==> src/design/ppi_pkg.sv <==
// ----------------------------------------------------------------------------
// ppi_pkg: shared types and constants of the pitch to phase increment block
// Holds the stage advance struct, the octave split constants and the two
// exponential tables (coarse step per 64 cents-of-2400, fine step per unit).
// ----------------------------------------------------------------------------
package ppi_pkg;

  typedef struct packed {
    logic in_load;
    logic split;
    logic lookup;
    logic scale;
    logic out;
  } ppi_adv_t;

  localparam logic [16:0] PitchOffset = 17'd34103;
  localparam logic [16:0] StepsPerOct = 17'd2400;
  localparam logic [33:0] RecipMul    = 34'd111849;
  localparam int          RecipShift  = 28;
  localparam logic [5:0]  ShiftBase   = 6'd27;
  localparam logic [4:0]  MaxOctave   = 5'd27;
  localparam logic [11:0] RemLimit    = 12'd2400;

  function automatic logic [15:0] coarse_entry(input logic [5:0] idx);
    logic [15:0] val;
    case (idx)
      6'd0:  val = 16'd14417;  6'd1:  val = 16'd14686;
      6'd2:  val = 16'd14960;  6'd3:  val = 16'd15240;
      6'd4:  val = 16'd15524;  6'd5:  val = 16'd15813;
      6'd6:  val = 16'd16108;  6'd7:  val = 16'd16409;
      6'd8:  val = 16'd16715;  6'd9:  val = 16'd17027;
      6'd10: val = 16'd17345;  6'd11: val = 16'd17668;
      6'd12: val = 16'd17998;  6'd13: val = 16'd18334;
      6'd14: val = 16'd18676;  6'd15: val = 16'd19024;
      6'd16: val = 16'd19379;  6'd17: val = 16'd19741;
      6'd18: val = 16'd20109;  6'd19: val = 16'd20484;
      6'd20: val = 16'd20866;  6'd21: val = 16'd21255;
      6'd22: val = 16'd21652;  6'd23: val = 16'd22056;
      6'd24: val = 16'd22467;  6'd25: val = 16'd22887;
      6'd26: val = 16'd23313;  6'd27: val = 16'd23748;
      6'd28: val = 16'd24191;  6'd29: val = 16'd24643;
      6'd30: val = 16'd25103;  6'd31: val = 16'd25571;
      6'd32: val = 16'd26048;  6'd33: val = 16'd26534;
      6'd34: val = 16'd27029;  6'd35: val = 16'd27533;
      6'd36: val = 16'd28047;  6'd37: val = 16'd28570;
      6'd38: val = 16'd29103;  6'd39: val = 16'd29646;
      6'd40: val = 16'd30199;  6'd41: val = 16'd30763;
      6'd42: val = 16'd31336;  6'd43: val = 16'd31921;
      6'd44: val = 16'd32517;  6'd45: val = 16'd33123;
      6'd46: val = 16'd33741;  6'd47: val = 16'd34371;
      6'd48: val = 16'd35012;  6'd49: val = 16'd35665;
      6'd50: val = 16'd36330;  6'd51: val = 16'd37008;
      6'd52: val = 16'd37699;  6'd53: val = 16'd38402;
      6'd54: val = 16'd39118;  6'd55: val = 16'd39848;
      6'd56: val = 16'd40592;  6'd57: val = 16'd41349;
      6'd58: val = 16'd42120;  6'd59: val = 16'd42906;
      6'd60: val = 16'd43706;  6'd61: val = 16'd44522;
      6'd62: val = 16'd45352;  6'd63: val = 16'd46199;
      default: val = 16'd14417;
    endcase
    return val;
  endfunction

  function automatic logic [15:0] fine_entry(input logic [5:0] idx);
    logic [15:0] val;
    case (idx)
      6'd0:  val = 16'd48059;  6'd1:  val = 16'd48073;
      6'd2:  val = 16'd48087;  6'd3:  val = 16'd48101;
      6'd4:  val = 16'd48115;  6'd5:  val = 16'd48129;
      6'd6:  val = 16'd48143;  6'd7:  val = 16'd48156;
      6'd8:  val = 16'd48170;  6'd9:  val = 16'd48184;
      6'd10: val = 16'd48198;  6'd11: val = 16'd48212;
      6'd12: val = 16'd48226;  6'd13: val = 16'd48240;
      6'd14: val = 16'd48254;  6'd15: val = 16'd48268;
      6'd16: val = 16'd48282;  6'd17: val = 16'd48296;
      6'd18: val = 16'd48310;  6'd19: val = 16'd48324;
      6'd20: val = 16'd48338;  6'd21: val = 16'd48352;
      6'd22: val = 16'd48366;  6'd23: val = 16'd48380;
      6'd24: val = 16'd48394;  6'd25: val = 16'd48407;
      6'd26: val = 16'd48421;  6'd27: val = 16'd48435;
      6'd28: val = 16'd48449;  6'd29: val = 16'd48463;
      6'd30: val = 16'd48477;  6'd31: val = 16'd48491;
      6'd32: val = 16'd48505;  6'd33: val = 16'd48519;
      6'd34: val = 16'd48533;  6'd35: val = 16'd48548;
      6'd36: val = 16'd48562;  6'd37: val = 16'd48576;
      6'd38: val = 16'd48590;  6'd39: val = 16'd48604;
      6'd40: val = 16'd48618;  6'd41: val = 16'd48632;
      6'd42: val = 16'd48646;  6'd43: val = 16'd48660;
      6'd44: val = 16'd48674;  6'd45: val = 16'd48688;
      6'd46: val = 16'd48702;  6'd47: val = 16'd48716;
      6'd48: val = 16'd48730;  6'd49: val = 16'd48744;
      6'd50: val = 16'd48758;  6'd51: val = 16'd48772;
      6'd52: val = 16'd48786;  6'd53: val = 16'd48801;
      6'd54: val = 16'd48815;  6'd55: val = 16'd48829;
      6'd56: val = 16'd48843;  6'd57: val = 16'd48857;
      6'd58: val = 16'd48871;  6'd59: val = 16'd48885;
      6'd60: val = 16'd48899;  6'd61: val = 16'd48913;
      6'd62: val = 16'd48928;  6'd63: val = 16'd48942;
      default: val = 16'd48059;
    endcase
    return val;
  endfunction

endpackage

==> src/design/ppi_split.sv <==
// ----------------------------------------------------------------------------
// ppi_split: pitch offset and octave extraction
// Offsets the signed pitch to a positive step count and divides it by the
// steps per octave through a reciprocal multiply.
// ----------------------------------------------------------------------------
module ppi_split (
  input  logic                clk_i,
  input  logic                rst_ni,
  input  ppi_pkg::ppi_adv_t   adv_i,
  input  logic signed [15:0]  pitch_i,
  input  logic        [3:0]   upow_i,
  output logic        [16:0]  pos_o,
  output logic        [4:0]   oct_o,
  output logic        [3:0]   upow_o
);

  logic [16:0] pos_d, pos_q;
  logic [33:0] recip;
  logic [4:0]  oct_d, oct_q;
  logic [3:0]  upow_q;

  always_comb begin
    pos_d = {pitch_i[15], pitch_i} + ppi_pkg::PitchOffset;
    recip = {17'd0, pos_d} * ppi_pkg::RecipMul;
    oct_d = recip[ppi_pkg::RecipShift+4:ppi_pkg::RecipShift];
  end

  always_ff @(posedge clk_i) begin
    if (adv_i.split) begin
      pos_q  <= pos_d;
      oct_q  <= oct_d;
      upow_q <= upow_i;
    end
  end

  assign pos_o  = pos_q;
  assign oct_o  = oct_q;
  assign upow_o = upow_q;

  a_oct_range: assert property (@(posedge clk_i) disable iff (!rst_ni)
    adv_i.split |-> oct_d <= ppi_pkg::MaxOctave)
    else $error("octave out of range");

endmodule

==> src/design/ppi_lookup.sv <==
// ----------------------------------------------------------------------------
// ppi_lookup: remainder split, table lookup and shift count
// Forms the in-octave remainder, reads the coarse and fine tables and works
// out the right shift that places the product in the right octave.
// ----------------------------------------------------------------------------
module ppi_lookup (
  input  logic               clk_i,
  input  logic               rst_ni,
  input  ppi_pkg::ppi_adv_t  adv_i,
  input  logic [16:0]        pos_i,
  input  logic [4:0]         oct_i,
  input  logic [3:0]         upow_i,
  output logic [15:0]        coarse_o,
  output logic [15:0]        fine_o,
  output logic [4:0]         shamt_o
);

  logic [16:0] rem_full;
  logic [11:0] rem;
  logic [5:0]  oct_sum;
  logic [15:0] coarse_d, coarse_q;
  logic [15:0] fine_d, fine_q;
  logic [4:0]  shamt_d, shamt_q;

  always_comb begin
    rem_full = pos_i - ({12'd0, oct_i} * ppi_pkg::StepsPerOct);
    rem      = rem_full[11:0];
    coarse_d = ppi_pkg::coarse_entry(rem[11:6]);
    fine_d   = ppi_pkg::fine_entry(rem[5:0]);
    oct_sum  = {1'b0, oct_i} + {2'd0, upow_i};
    if (oct_sum < ppi_pkg::ShiftBase) begin
      shamt_d = 5'(ppi_pkg::ShiftBase - oct_sum);
    end else begin
      shamt_d = '0;
    end
  end

  always_ff @(posedge clk_i) begin
    if (adv_i.lookup) begin
      coarse_q <= coarse_d;
      fine_q   <= fine_d;
      shamt_q  <= shamt_d;
    end
  end

  assign coarse_o = coarse_q;
  assign fine_o   = fine_q;
  assign shamt_o  = shamt_q;

  a_rem_range: assert property (@(posedge clk_i) disable iff (!rst_ni)
    adv_i.lookup |-> rem_full < {5'd0, ppi_pkg::RemLimit})
    else $error("remainder not below one octave");

  a_shamt_range: assert property (@(posedge clk_i) disable iff (!rst_ni)
    adv_i.lookup |-> shamt_d <= ppi_pkg::ShiftBase[4:0])
    else $error("shift count out of range");

endmodule

==> src/design/ppi_scale.sv <==
// ----------------------------------------------------------------------------
// ppi_scale: table product
// Multiplies the coarse and fine entries, doubles the product and carries
// the shift count alongside.
// ----------------------------------------------------------------------------
module ppi_scale (
  input  logic               clk_i,
  input  ppi_pkg::ppi_adv_t  adv_i,
  input  logic [15:0]        coarse_i,
  input  logic [15:0]        fine_i,
  input  logic [4:0]         shamt_i,
  output logic [31:0]        prod_o,
  output logic [4:0]         shamt_o
);

  logic [31:0] mul;
  logic [31:0] prod_d, prod_q;
  logic [4:0]  shamt_q;

  always_comb begin
    mul    = coarse_i * fine_i;
    prod_d = {mul[30:0], 1'b0};
  end

  always_ff @(posedge clk_i) begin
    if (adv_i.scale) begin
      prod_q  <= prod_d;
      shamt_q <= shamt_i;
    end
  end

  assign prod_o  = prod_q;
  assign shamt_o = shamt_q;

endmodule

==> src/design/pitch_to_phase_increment.sv <==
// ----------------------------------------------------------------------------
// pitch_to_phase_increment: exponential pitch to phase increment converter
// Five-stage pipeline: input register, octave split, table lookup, product,
// shift and output register.
// ----------------------------------------------------------------------------
// Takes one word per cycle while stall_o is low; each phase increment leaves
// through the output register. Each stage holds its word until the next stage
// is free, so a stalled output lets the stages behind it fill up before stall_o
// rises; throughput is one word per cycle unless the output stalls, since each
// of the five registered stages (input, reciprocal multiply, tables, 16x16
// product, shift) advances whenever the stage ahead of it is free or moving.
module pitch_to_phase_increment (
  input  logic               clk_i,
  input  logic               rst_ni,
  input  logic               valid_i,
  output logic               stall_o,
  input  logic signed [15:0] pitch_i,
  input  logic        [3:0]  undersample_power_i,
  output logic               valid_o,
  input  logic               stall_i,
  output logic        [31:0] phase_increment_o
);

  ppi_pkg::ppi_adv_t adv;

  logic v0_q, v1_q, v2_q, v3_q, vo_q;
  logic rdy0, rdy1, rdy2, rdy3, rdyo;

  logic signed [15:0] pitch_q;
  logic [3:0]         upow_q;
  logic [16:0]        pos;
  logic [4:0]         oct;
  logic [3:0]         upow1;
  logic [15:0]        coarse, fine;
  logic [4:0]         shamt2, shamt3;
  logic [31:0]        prod;
  logic [31:0]        result_d, result_q;

  always_comb begin
    rdyo = !vo_q || !stall_i;
    rdy3 = !v3_q || rdyo;
    rdy2 = !v2_q || rdy3;
    rdy1 = !v1_q || rdy2;
    rdy0 = !v0_q || rdy1;
    adv.in_load = valid_i && rdy0;
    adv.split   = v0_q && rdy1;
    adv.lookup  = v1_q && rdy2;
    adv.scale   = v2_q && rdy3;
    adv.out     = v3_q && rdyo;
  end

  assign stall_o = !rdy0;

  always_ff @(posedge clk_i or negedge rst_ni) begin
    if (!rst_ni) begin
      v0_q <= 1'b0;
      v1_q <= 1'b0;
      v2_q <= 1'b0;
      v3_q <= 1'b0;
      vo_q <= 1'b0;
    end else begin
      if (rdy0) v0_q <= valid_i;
      if (rdy1) v1_q <= v0_q;
      if (rdy2) v2_q <= v1_q;
      if (rdy3) v3_q <= v2_q;
      if (rdyo) vo_q <= v3_q;
    end
  end

  always_ff @(posedge clk_i) begin
    if (adv.in_load) begin
      pitch_q <= pitch_i;
      upow_q  <= undersample_power_i;
    end
  end

  ppi_split u_split (
    .clk_i   (clk_i),
    .rst_ni  (rst_ni),
    .adv_i   (adv),
    .pitch_i (pitch_q),
    .upow_i  (upow_q),
    .pos_o   (pos),
    .oct_o   (oct),
    .upow_o  (upow1)
  );

  ppi_lookup u_lookup (
    .clk_i    (clk_i),
    .rst_ni   (rst_ni),
    .adv_i    (adv),
    .pos_i    (pos),
    .oct_i    (oct),
    .upow_i   (upow1),
    .coarse_o (coarse),
    .fine_o   (fine),
    .shamt_o  (shamt2)
  );

  ppi_scale u_scale (
    .clk_i    (clk_i),
    .adv_i    (adv),
    .coarse_i (coarse),
    .fine_i   (fine),
    .shamt_i  (shamt2),
    .prod_o   (prod),
    .shamt_o  (shamt3)
  );

  assign result_d = prod >> shamt3;

  always_ff @(posedge clk_i) begin
    if (adv.out) begin
      result_q <= result_d;
    end
  end

  assign valid_o           = vo_q;
  assign phase_increment_o = result_q;

  a_stall_full: assert property (@(posedge clk_i) disable iff (!rst_ni)
    stall_o |-> (v0_q && v1_q && v2_q && v3_q && vo_q))
    else $error("input stalled with a free stage");

  a_drain: assert property (@(posedge clk_i) disable iff (!rst_ni)
    (vo_q && !stall_i && !v3_q) |=> !valid_o)
    else $error("output word repeated");

  a_fill: assert property (@(posedge clk_i) disable iff (!rst_ni)
    (v3_q && !vo_q) |=> valid_o)
    else $error("word lost before output");

endmodule

==> config.mk <==
export PLATFORM = sky130hd
export DESIGN_NAME = pitch_to_phase_increment
export DESIGN_NICKNAME = d
export VERILOG_FILES = /design/src/design/ppi_pkg.sv /design/src/design/ppi_split.sv /design/src/design/ppi_lookup.sv /design/src/design/ppi_scale.sv /design/src/design/pitch_to_phase_increment.sv
export SDC_FILE = /design/constraint.sdc
export NUM_CORES = 1
export LEC_CHECK = 0
export BUFFER_PORTS_ARGS = -buffer_cell sky130_fd_sc_hd__buf_2
export CAP_MARGIN = 40
export CORE_AREA = 2 2 214 216
export CTS_BUF_LIST = sky130_fd_sc_hd__clkbuf_8
export CTS_CLUSTER_SIZE = 28
export DETAILED_ROUTE_END_ITERATION = 10
export DIE_AREA = 0 0 216 218
export PLACE_DENSITY = 0.66
export SLEW_MARGIN = 30
export SYNTH_ARGS = -nofsm -noshare
export SYNTH_HDL_FRONTEND = slang
export SYNTH_SLANG_ARGS = --single-unit
export TNS_END_PERCENT = 50
==> constraint.sdc <==
create_clock -name clk_i -period 17.5 [get_ports clk_i]
set_clock_uncertainty 0.2 [all_clocks]
set_input_delay 3.5 -clock clk_i [delete_from_list [all_inputs] [get_ports clk_i]]
set_output_delay 3.5 -clock clk_i [all_outputs]
set_load 0.02 [all_outputs]
After elaboration in Yosys (flattened, before gate mapping):

Memory sizes are Yosys's and may differ from the RTL's. A register that Yosys moved wholly into a read port is not among the register bits.
Index checks and enable logic that the tools add are counted.

* memories kept: 2
* memory bits (read-only): 1728
* register bits: 135
* bits in latches: 0
* RAM bits: 0
* input bits: 24

Memory list
* (name not given): depth 64, bits a word 16, rd ports 1, clocked after memory_dff 1, wr ports 0, RTL line ppi_pkg.sv:26 `case (idx)`
* (name not given): depth 64, bits a word 11, rd ports 1, clocked after memory_dff 1, wr ports 0, RTL line ppi_pkg.sv:66 `case (idx)`

* shift-type cells: 1
* add/subtract/negate cells: 4
* magnitude comparators: 1
* multipliers: 3
* div/mod/pow operators: 0
* multiplexer cells: 0
* equality and inequality tests: 0
* reductions and logical operators: 17
* bitwise operators: 0

Operators by type and width (number)
* multiplier 17 x 17 -> 33 bit (second input constant): 1
* right shift 32 x 5 -> 32 bit: 1
* multiplier 16 x 16 -> 31 bit: 1
* adder 17 x 16 -> 17 bit (second input constant): 1
* subtractor 12 bit: 1
* zero test 1 bit: 7
* multiplier 5 x 7 -> 7 bit (second input constant): 1
* adder 5 x 4 -> 6 bit: 1
* < comparator 6 x 5 -> 1 bit (second input constant): 1
* logical AND 1 bit: 5
* logical OR 1 bit: 5
* subtractor 5 bit (first input constant): 1

Longest topological paths before layout:

Gate-level depths: netlist (run 1).

* word-level depth: 7
* gate-level depth with buffers: 27
* gate-level depth less buffers: 27

Hierarchy:

From an unflattened synthesis (run 1), not the netlist that was laid out.

* cell total of the unflattened synthesis: 2385
* area, all modules: 23637.7 um^2

By module, submodules not included
* ppi_scale: area each 9678.0 um^2, times used 1, cells an instance 1052
* ppi_split: area each 6192.2 um^2, times used 1, cells an instance 597
* ppi_lookup: area each 4053.9 um^2, times used 1, cells an instance 460
* pitch_to_phase_increment: area each 3713.6 um^2, times used 1, cells an instance 276

Least setup slack after synthesis (run 1):

No wires, ideal clock.

* path kind: input port to output port
* start: in stall_i
* end: out stall_o
* required time: 13.800 ns
* arrival: 3.994 ns
* slack: 9.806 ns
* stages on the path: 3
* cell sequence: and3_1 -> nand4_1 -> inv_1

* cells in the longest elaborated chain, start to end: 7

Ends and longest elaborated chain
* from (decl): RTL line pitch_to_phase_increment.sv:20 `input logic stall_i,`
* zero test 1 bit: RTL line pitch_to_phase_increment.sv:40 `rdyo = !vo_q || !stall_i;`
* logical OR 1 bit: RTL line pitch_to_phase_increment.sv:40
* logical OR 1 bit: RTL line pitch_to_phase_increment.sv:41 `rdy3 = !v3_q || rdyo;`
* logical OR 1 bit: RTL line pitch_to_phase_increment.sv:42 `rdy2 = !v2_q || rdy3;`
* logical OR 1 bit: RTL line pitch_to_phase_increment.sv:43 `rdy1 = !v1_q || rdy2;`
* logical OR 1 bit: RTL line pitch_to_phase_increment.sv:44 `rdy0 = !v0_q || rdy1;`
* zero test 1 bit: RTL line pitch_to_phase_increment.sv:52 `assign stall_o = !rdy0;`
* to (decl): RTL line pitch_to_phase_increment.sv:16 `output logic stall_o,`

Every way passes these cells.

Final worst setup path (run 1):

Same ends and word-level chain as after synthesis.

==> results of run 1 <==
## cells in the mapped netlist (13+ instances only)
cell / n
a211oi_1: 22
a21o_1: 23
a21oi_1: 88
a31oi_1: 18
and2_1: 67
buf_2: 21
clkbuf_1: 56
edfxtp_1: 141
fa_1: 275
ha_1: 281
inv_1: 438
mux2_2: 13
mux2i_1: 43
mux4_2: 16
nand2_1: 225
nand2b_1: 21
nand3_1: 33
nor2_1: 108
o211ai_1: 21
o21ai_0: 71
xnor2_1: 63
xor2_1: 24
## cell families (layout without fill, tap and decap cells)
group	Yosys count	after routing	share of synthesized area [%]
xor+xnor	100	100	4.688
simple gates	517	517	10.76
flops	146	146	19.70
buf+inv	536	552	9.415
fa+ha+maj	557	557	40.81
compound gates	341	341	10.27
mux	73	73	4.354
## per-stage QoR
step / hold WS (ns) / worst slack (ns) / util, % / cells
floorplan: 0.2003 / 9.806 / - / 2270
global placement: 0.2089 / 9.518 / 50.89 / 2844
detailed placement: 0.2072 / 9.484 / 51.13 / 2849
CTS: 0.2324 / 9.466 / 52.07 / 2881
global route: 0.2300 / 9.232 / 52.19 / 2886
finish: 0.2285 / 9.521 / 52.19 / 2886
## flip-flops by register name, summed over array words and instances (netlist names), 4 cells and up
register and count:
u_split.pos_o 12, u_scale.shamt_o 5, upow_q 4, u_lookup.coarse_o 16, u_split.upow_o 4, u_lookup.shamt_o 5, phase_increment_o 32, pitch_q 16
u_lookup.fine_o 11, u_scale.prod_o 31, u_split.oct_o 5
## metal layers
metal	vias to the layer above	global-route usage, %	routed length [um]
li1	7465	-	-
met1	7853	26.17	19820
met2	357	39.00	25400
met3	66	2.650	1827
met4	0	6.644	924
met5	-	0	0
## path summary, 6_finish.rpt
check,slack (ns),cells after the start,from,endpoint
max,9.52,5,stall_i,stall_o
min,0.23,0,upow_q[1],u_split.upow_o[1]
max reg2reg,9.65,27,pitch_q[0],u_split.oct_o[2]
min reg2reg,0.23,0,upow_q[1],u_split.upow_o[1]
max in group asynchronous,14.42,1,rst_ni,v3_q
min in group asynchronous,2.55,1,rst_ni,v0_q
## final cells by class
class / count / area share [%]
clock buffers: 17 / 0.9987
clock inverters: 15 / 0.8064
inverters: 444 / 7.113
multi-input cells: 1588 / 67.12
flip-flops and latches: 146 / 18.61
well taps: 600 / 3.204
repair buffers: 76 / 2.147
## critical path, delay by kind of cell
family                 cells  cell delay (ns)
buffers and inverters      3             0.34
AND/OR/NAND/NOR            2             0.44
==> impl_results.md, run 1 <==
- Status: complete, no violations
- Initial drt markers: 935
- Hold Crit Class: reg2reg
- CTS clk-pin slew, worst paths: around 0.09 ns
- Crit path cell chain: buf_2 -> and3_1 -> nand4_1 -> inv_1 -> buf_2
- Design area: 0.02343 mm2
- Rows: ~80
- Clock sinks: approximately 150
- Post-synth EDFFs: around 140
- WL/cell: 16.62 um
- Setup violators final: 0
- Distinct cells, synth: 89
- FFs w/ async S/R, synth: about 3.4%
- Commonest non-fill, non-tap cell in the layout: inv_1
- Share of post-route cells with drive strength above 1: 8.180%
- Max_slew headroom: a little over two fifths
- Number of port buffers: 57
- Routed wire length: between 40000 and 50000 um
- CTS Buffer Depth: 2
- Max FO, Critical Path: 5
- Average size of a mapped cell: between 9 and 10 um2
- Top cell by count, worst path: buf_2
- Clock Latency Late Sink: roughly 0.55 ns
- Commonest cells after routing, fill and taps aside: inv_1, ha_1, fa_1, nand2_1, edfxtp_1
- Vias: between 15000 and 20000
- Via count of the first global-routing pass: about 16000
- Largest net degree at the start of global routing: 51
- GR Util All Layers: between 20% and 30%
- Synth area leaders: fa_1, edfxtp_1, ha_1
- Setup Fix Bufs, Post-CTS: 0
- CTS tree: done
- Die H: 218 um
- WP data arrival: 4.28 ns
- Reg area: between 0.004 and 0.005 mm2
- CP Data Required Time: 13.80 ns
- H-tree lvl count: 4
- Critical path's largest stage delay: 0.28 ns
- Crit path time final: roughly 8.0 ns
- Ant. Diodes: 0
- Post-CTS Resized: 0
- Max Cap Violations: 0
- Max Slew Vio Count: 0
- Initial Util: 49.29%
- Worst Tran Pin Value: around 0.86 ns
- Vias per cell: 5.454
- Slowest cell on the critical path: and3_1
- Worst setup SP type: input pin
- Number of antenna-violating nets in the routed design: 0
- Synth warn: 0
- Post-Syn Instances: about 2300
- Tcrit/Tclk final: 45.59%
- Placed instance area: between 0.02 and 0.025 mm2
- Number of synthesized register bits: roughly 150
- Crit. End Element: primary output
- Fmax: about 0.13 GHz
- Core Area: 0.04489 mm2
- Chip width: 216 um
- Nets: around 2900
- DRC: 0
- Ports: 58
- Register area share after synthesis: ~20%
- Mapped Nets: approximately 2900
- Area growth, synth to finish: 5.881%
- CP Class: in2out
- Clock buffer count from CTS: 17
- Post-Syn Area: between 0.02 and 0.025 mm2
- DRT Pass-1 Iters: 5
- Synth top area share: about a quarter
- RSZ-0062 raised after global routing: no
- Main flop type after synthesis: edfxtp_1
- Final setup TNS: 0 ns
- Final count of hold timing violations: 0
- CTS Hold Bufs: 0
- Routability Congestion: around 0.91
- Yosys top cell by area: fa_1
- Global-route wire length before repair: 80620 um
- Root cell of the clock tree: clkbuf_8
- Antenna violations before repair: 1
- Hpwl dp: approximately 39000 um
- Fill count: roughly 4100
- Die area: around 0.047 mm2
- Multi-input gate area: between 0.015 and 0.02 mm2
- GRT overflow: 0
Power of run 1 is not shown: default switching activity piles up to over one toggle a cycle in this logic, so the estimate is an artifact.
==> run 2, diff against run 1 <==
--- a/config.mk
+++ b/config.mk
@@ -12,7 +12,7 @@
 export CTS_CLUSTER_SIZE = 28
 export DETAILED_ROUTE_END_ITERATION = 10
 export DIE_AREA = 0 0 216 218
-export PLACE_DENSITY = 0.66
+export PLACE_DENSITY = 0.68
 export SLEW_MARGIN = 30
 export SYNTH_ARGS = -nofsm -noshare
 export SYNTH_HDL_FRONTEND = slang
==> constraint.sdc (replaced) <==
create_clock -name clk_i -period 7.2 [get_ports clk_i]
set_clock_uncertainty 0.2 [all_clocks]
set_input_delay 1.44 -clock clk_i [delete_from_list [all_inputs] [get_ports clk_i]]
set_output_delay 1.44 -clock clk_i [all_outputs]
set_load 0.02 [all_outputs]
==> impl_results.md, run 2 (synthesized netlist as in run 1, its figures left out) <==
- Hold Crit Class: reg2reg (unchanged)
- Final Instance Count excl. Fillers: 2926 (was 2886)
- Via count of the first global-routing pass: 17071 (was 16171)
- Die area: 0.04709 mm2 (unchanged)
- Reg2reg setup slack: 0.31 ns (was 9.65 ns)
- Global-route wire length before repair: 84030 um (was 80620 um)
- Root cell of the clock tree: clkbuf_8 (unchanged)
- Worst setup SP type: flop (was input pin)
- Largest net degree at the start of global routing: 51 (unchanged)
- CTS Buffer Depth: 2 (unchanged)
- Crit. End Element: flop (was primary output)
- Share of post-route cells with drive strength above 1: 10.24% (was 8.180%)
- CTS clk-pin slew, worst paths: 0.09 ns (about the same)
- Ports: 58 (unchanged)
- Status: complete, no violations (unchanged)
- Fmax: ~0.15 GHz
- Crit path time final: around 7 ns
- Setup violators final: 0 (unchanged)
- Rows: 78 (unchanged)
- Number of antenna-violating nets in the routed design: 0 (unchanged)
- Final count of hold timing violations: 0 (unchanged)
- Max FO, Critical Path: 6 (was 5)
- Worst flop-to-flop path startpoint: pitch_q[2] (was pitch_q[0])
- Vias: 15916 (was 15741)
- Clock Latency Late Sink: 0.56 ns (was 0.55 ns)
- Clock buffer count from CTS: 17 (unchanged)
- Max Cap Violations: 0 (unchanged)
- H-tree lvl count: 4 (unchanged)
- CP Data Required Time: 7.31 ns (was 13.80 ns)
- WP data arrival: 7.00 ns (was 4.28 ns)
- Design area: 0.02380 mm2 (was 0.02343 mm2)
- WHS Endpoint: u_split.upow_o[1] (unchanged)
- Nets: 2892 (was 2853)
- Antenna violations before repair: 1 (unchanged)
- GRT overflow: 0 (unchanged)
- Final setup TNS: 0 ns (unchanged)
- Vias per cell: 5.440 (was 5.454)
- Critical Path Source: pitch_q[2] (was stall_i)
- Max reg flops: 32 (unchanged)
- CP Class: reg2reg (was in2out)
- Commonest non-fill, non-tap cell in the layout: inv_1 (unchanged)
- Area growth, synth to finish: 7.555% (was 5.881%)
- Fill count: 4007 (was 4061)
- CTS tree: done (unchanged)
- Max_slew headroom: 45.27% (was 42.74%)
- Worst R2R Path Depth: 26 (was 27)
- DRC: 0 (unchanged)
- Hpwl dp: 40120 um (was 38670 um)
- Number of port buffers: 57 (unchanged)
- Max Slew Vio Count: 0 (unchanged)
- Die H: 218 um (unchanged)
- Reg area: 0.004359 mm2 (unchanged)
- Chip width: 216 um (unchanged)
- Worst Hold Depth: 0 (unchanged)
- Placed Cells: 2883 (was 2849)
- Routed wire length: 49600 um (was 47970 um)
- Tcrit/Tclk final: about 96%
- Commonest cells after routing, fill and taps aside: inv_1, ha_1, fa_1, nand2_1, edfxtp_1 (unchanged)
- DRT Pass-1 Iters: 5 (unchanged)
- Initial Util: 49.29% (unchanged)
- Routability Congestion: 0.9367 (was 0.9093)
- Core Area: 0.04489 mm2 (unchanged)
- Worst Tran Pin Value: 0.8210 ns (was 0.8560 ns)
- HP Start: upow_q[1] (unchanged)
- Reg-to-Reg End: u_split.oct_o[3] (was u_split.oct_o[2])
- Clock sinks: 146 (unchanged)
- Initial drt markers: 993 (was 935)
- WL/cell: 16.95 um (was 16.62 um)
- Multi-input gate area: 0.01582 mm2 (was 0.01573 mm2)
- GR Util All Layers: 22.31% (was 21.31%)
- Placed instance area: 0.02322 mm2 (was 0.02295 mm2)
==> run 2: area by class of cell <==
cell class	count	share of cell area (%)
multi-input cells	1588	66.46
clock buffers	17	0.9831
flip-flops and latches	146	18.32
diodes	1	0.01051
repair buffers	115	3.401
clock inverters	15	0.6677
inverters	444	7.003
well taps	600	3.154
==> run 2: worst max path at each step <==
stage,endpoint,slack [ns],depth (start not counted)
floorplan,u_split.oct_o[2],0.02,27
global placement,u_split.oct_o[2],0.11,27
detailed placement,u_split.oct_o[2],-0.02,27
CTS,u_split.oct_o[2],0.05,27
global route,u_split.oct_o[3],-0.02,25
finish,u_split.oct_o[3],0.31,26
==> run 2: timing repair <==
action | in CTS | in global routing
hold buffers | 0 | 0
pin swaps | 0 | 11
setup buffers | 0 | 6
endpoints found under the setup margin | 1 | 5
gates resized for setup | 2 | 17
==> run 2: worst max-delay path, stage by stage, from the launching register on <==
cell	delay, ns
edfxtp_1	0.41
inv_2	0.09
ha_1	0.14
a21boi_4	0.22
o21ai_4	0.08
a31oi_4	0.20
nor2b_2	0.10
nor2_4	0.18
xor2_4	0.25
buf_4	0.20
inv_2	0.05
xnor2_1	0.15
ha_1	0.20
o21bai_1	0.17
fa_1	0.57
fa_1	0.45
fa_1	0.57
fa_1	0.42
ha_1	0.29
ha_1	0.33
and3_2	0.27
a221oi_2	0.24
o221ai_1	0.16
a221oi_2	0.33
o211ai_1	0.15
o211ai_1	0.13
xnor2_1	0.08
==> run 2: metal layers <==
metal	global-route usage, %	part of all wire [%]	vias to the layer above
li1	-	-	7527
met4	6.621	2.2	0
met3	3.515	3.7	79
met5	0	0	-
met1	26.71	42	7955
met2	41.23	53	355
==> run 2: metrics by stage <==
step / worst slack, ns / util [%] / hold WS [ns]
after detailed placement: -0.01599 / 51.72 / 0.2065
after global placement: 0.1145 / 51.45 / 0.2092
after global routing: -0.01909 / 53.01 / 0.2272
after CTS: 0.04838 / 52.60 / 0.2295
final: 0.3101 / 53.01 / 0.2280
after floorplan: 0.01917 / - / 0.2003
Power of run 2 is left out for the same reason.
==> run 3, diff against run 2 <==
--- a/config.mk
+++ b/config.mk
@@ -12,7 +12,7 @@
 export CTS_CLUSTER_SIZE = 28
 export DETAILED_ROUTE_END_ITERATION = 10
 export DIE_AREA = 0 0 216 218
-export PLACE_DENSITY = 0.68
+export PLACE_DENSITY = 0.66
 export SLEW_MARGIN = 30
 export SYNTH_ARGS = -nofsm -noshare
 export SYNTH_HDL_FRONTEND = slang
==> constraint.sdc (replaced) <==
create_clock -name clk_i -period 6.6 [get_ports clk_i]
set_clock_uncertainty 0.2 [all_clocks]
set_input_delay 1.32 -clock clk_i [delete_from_list [all_inputs] [get_ports clk_i]]
set_output_delay 1.32 -clock clk_i [all_outputs]
set_load 0.02 [all_outputs]
==> impl_results.md, run 3 (synthesized netlist as in run 1, its figures left out) <==
- Status: complete, but fails checks (was complete, no violations)
- Failing checks: setup timing
- Core Area: 0.04489 mm2 (unchanged)
- Hpwl dp: 41140 um (was 40120 um)
- Fmax: 0.1479 GHz (was 0.1451 GHz)
- CTS Hold Bufs: 0 (unchanged)
- Number of port buffers: 57 (unchanged)
- Die area: 0.04709 mm2 (unchanged)
- Max reg flops: 32 (unchanged)
- WL/cell: 16.86 um (was 16.95 um)
- Hold Crit Class: reg2reg (unchanged)
- Slowest cell on the critical path: fa_1 (unchanged)
- Setup violators final: 5 (was 0)
- Placed Cells: 2943 (was 2883)
- Max Cap Violations: 0 (unchanged)
- Crit path time final: 6.760 ns (was 6.890 ns)
- Worst setup SP type: flop (unchanged)
- DRC: 0 (unchanged)
- Chip width: 216 um (unchanged)
- Rows: 78 (unchanged)
- Max_slew headroom: 44.32% (was 45.27%)
- Root cell of the clock tree: clkbuf_8 (unchanged)
- Initial Util: 49.29% (unchanged)
- CTS Buffer Depth: 2 (unchanged)
- GRT overflow: 0 (unchanged)
- Largest net degree at the start of global routing: 51 (unchanged)
- Final worst slack: -0.1603 ns (was 0.3101 ns)
- Tcrit/Tclk final: 102.4% (was 95.69%)
- Routability Congestion: 0.9209 (was 0.9367)
- Max FO, Critical Path: 3 (was 6)
- CP Data Required Time: 6.79 ns (was 7.31 ns)
- Antenna violations before repair: 1 (unchanged)
- Clock buffer count from CTS: 17 (unchanged)
- Final count of hold timing violations: 0 (unchanged)
- Clock Latency Late Sink: 0.53 ns (was 0.56 ns)
- RSZ-0062 raised after global routing: yes
- H-tree lvl count: 4 (unchanged)
- Via count of the first global-routing pass: 17124 (was 17071)
- Top cell by count, worst path: fa_1
- CTS tree: done (unchanged)
- Ant. Diodes: 0 (was 1)
- Clock sinks: 146 (unchanged)
- Area growth, synth to finish: 10.46% (was 7.555%)
- CP Class: reg2reg (unchanged)
- Vias per cell: 5.388 (was 5.440)
- Worst Tran Pin Value: 0.8343 ns (was 0.8210 ns)
- Commonest non-fill, non-tap cell in the layout: inv_1 (unchanged)
- Critical path's largest stage delay: 0.56 ns (was 0.57 ns)
- Ports: 58 (unchanged)
- Vias: 16090 (was 15916)
- Crit. End Element: flop (unchanged)
- Hold_ws: 0.2207 ns (was 0.2280 ns)
- WP data arrival: 6.95 ns (was 7.00 ns)
- GR Util All Layers: 22.07% (was 22.31%)
- Number of antenna-violating nets in the routed design: 0 (unchanged)
- Die H: 218 um (unchanged)
- Share of post-route cells with drive strength above 1: 13.58% (was 10.24%)
- Global-route wire length before repair: 83270 um (was 84030 um)
- Final Instance Count excl. Fillers: 2986 (was 2926)
- Commonest cells after routing, fill and taps aside: inv_1, fa_1, ha_1, nand2_1, edfxtp_1 (was inv_1, ha_1, fa_1, nand2_1, edfxtp_1)
- CTS clk-pin slew, worst paths: 0.10 ns (was 0.09 ns)
- Max Slew Vio Count: 0 (unchanged)
- Nets: 2953 (was 2892)
- Routed wire length: 50340 um (was 49600 um)
- DRT Pass-1 Iters: 5 (unchanged)
- Initial drt markers: 959 (was 993)
run 3: repair_timing:
item / 4_1_cts / 5_1_grt
buffers inserted: 5 / 2
resized for setup: 14 / 17
pin swaps: 25 / 18
endpoints found under the setup margin: 5 / 8
run 3: critical path: cells and delay by family (launching register included):
kind                       cells  cell delay [ns]
adders and majority gates      8             3.21
AOI/OAI and AO/OA              7             1.10
and+or+nand+nor                5             0.90
buffers and inverters          8             0.63
DFF                            1             0.42
xor gates and xnor gates       1             0.18
run 3: worst paths after layout:
| check | startpoint | to | slack, ns | depth (start not counted) |
|---|---|---|---|---|
| max in group asynchronous | rst_ni | valid_o | 5.69 | 1 |
| worst max register to register | pitch_q[2] | u_split.oct_o[4] | -0.16 | 29 |
| worst max-delay path | pitch_q[2] | u_split.oct_o[4] | -0.16 | 29 |
| min in group asynchronous | rst_ni | v0_q | 0.38 | 1 |
| worst min register to register | upow_q[0] | u_split.upow_o[0] | 0.22 | 0 |
| worst min-delay path | upow_q[0] | u_split.upow_o[0] | 0.22 | 0 |
run 3: layout make-up:
class	count	area [um2]
Fill cell	3964	20450
Multi-Input combinational cell	1588	15980
Sequential cell	146	4359
Inverter	444	1667
Timing Repair Buffer	176	1267
Tap cell	600	750.7
Clock buffer	17	234.0
Clock inverter	15	181.4
run 3: per-stage QoR:
step	area [um2]	utilization, %	setup slack [ns]	TNS, ns
floorplan	22220	-	-0.1198	-0.2741
global placement	23650	52.67	-0.09916	-0.1648
detailed placement	23740	52.88	-0.2290	-0.6689
CTS	24290	54.10	-0.05836	-0.1188
global route	24440	54.45	-0.3865	-1.745
finish	24440	54.45	-0.1603	-0.3316
run 3: routing by layer:
metal | up-vias | part of all wire, % | global-route usage (%)
li1 | 7646 | - | -
met1 | 7974 | 40 | 26.21
met2 | 389 | 53 | 41.15
met3 | 79 | 4.2 | 3.166
met4 | 2 | 2.4 | 6.804
met5 | - | 0.016 | 0
Power of run 3 is left out for the same reason.
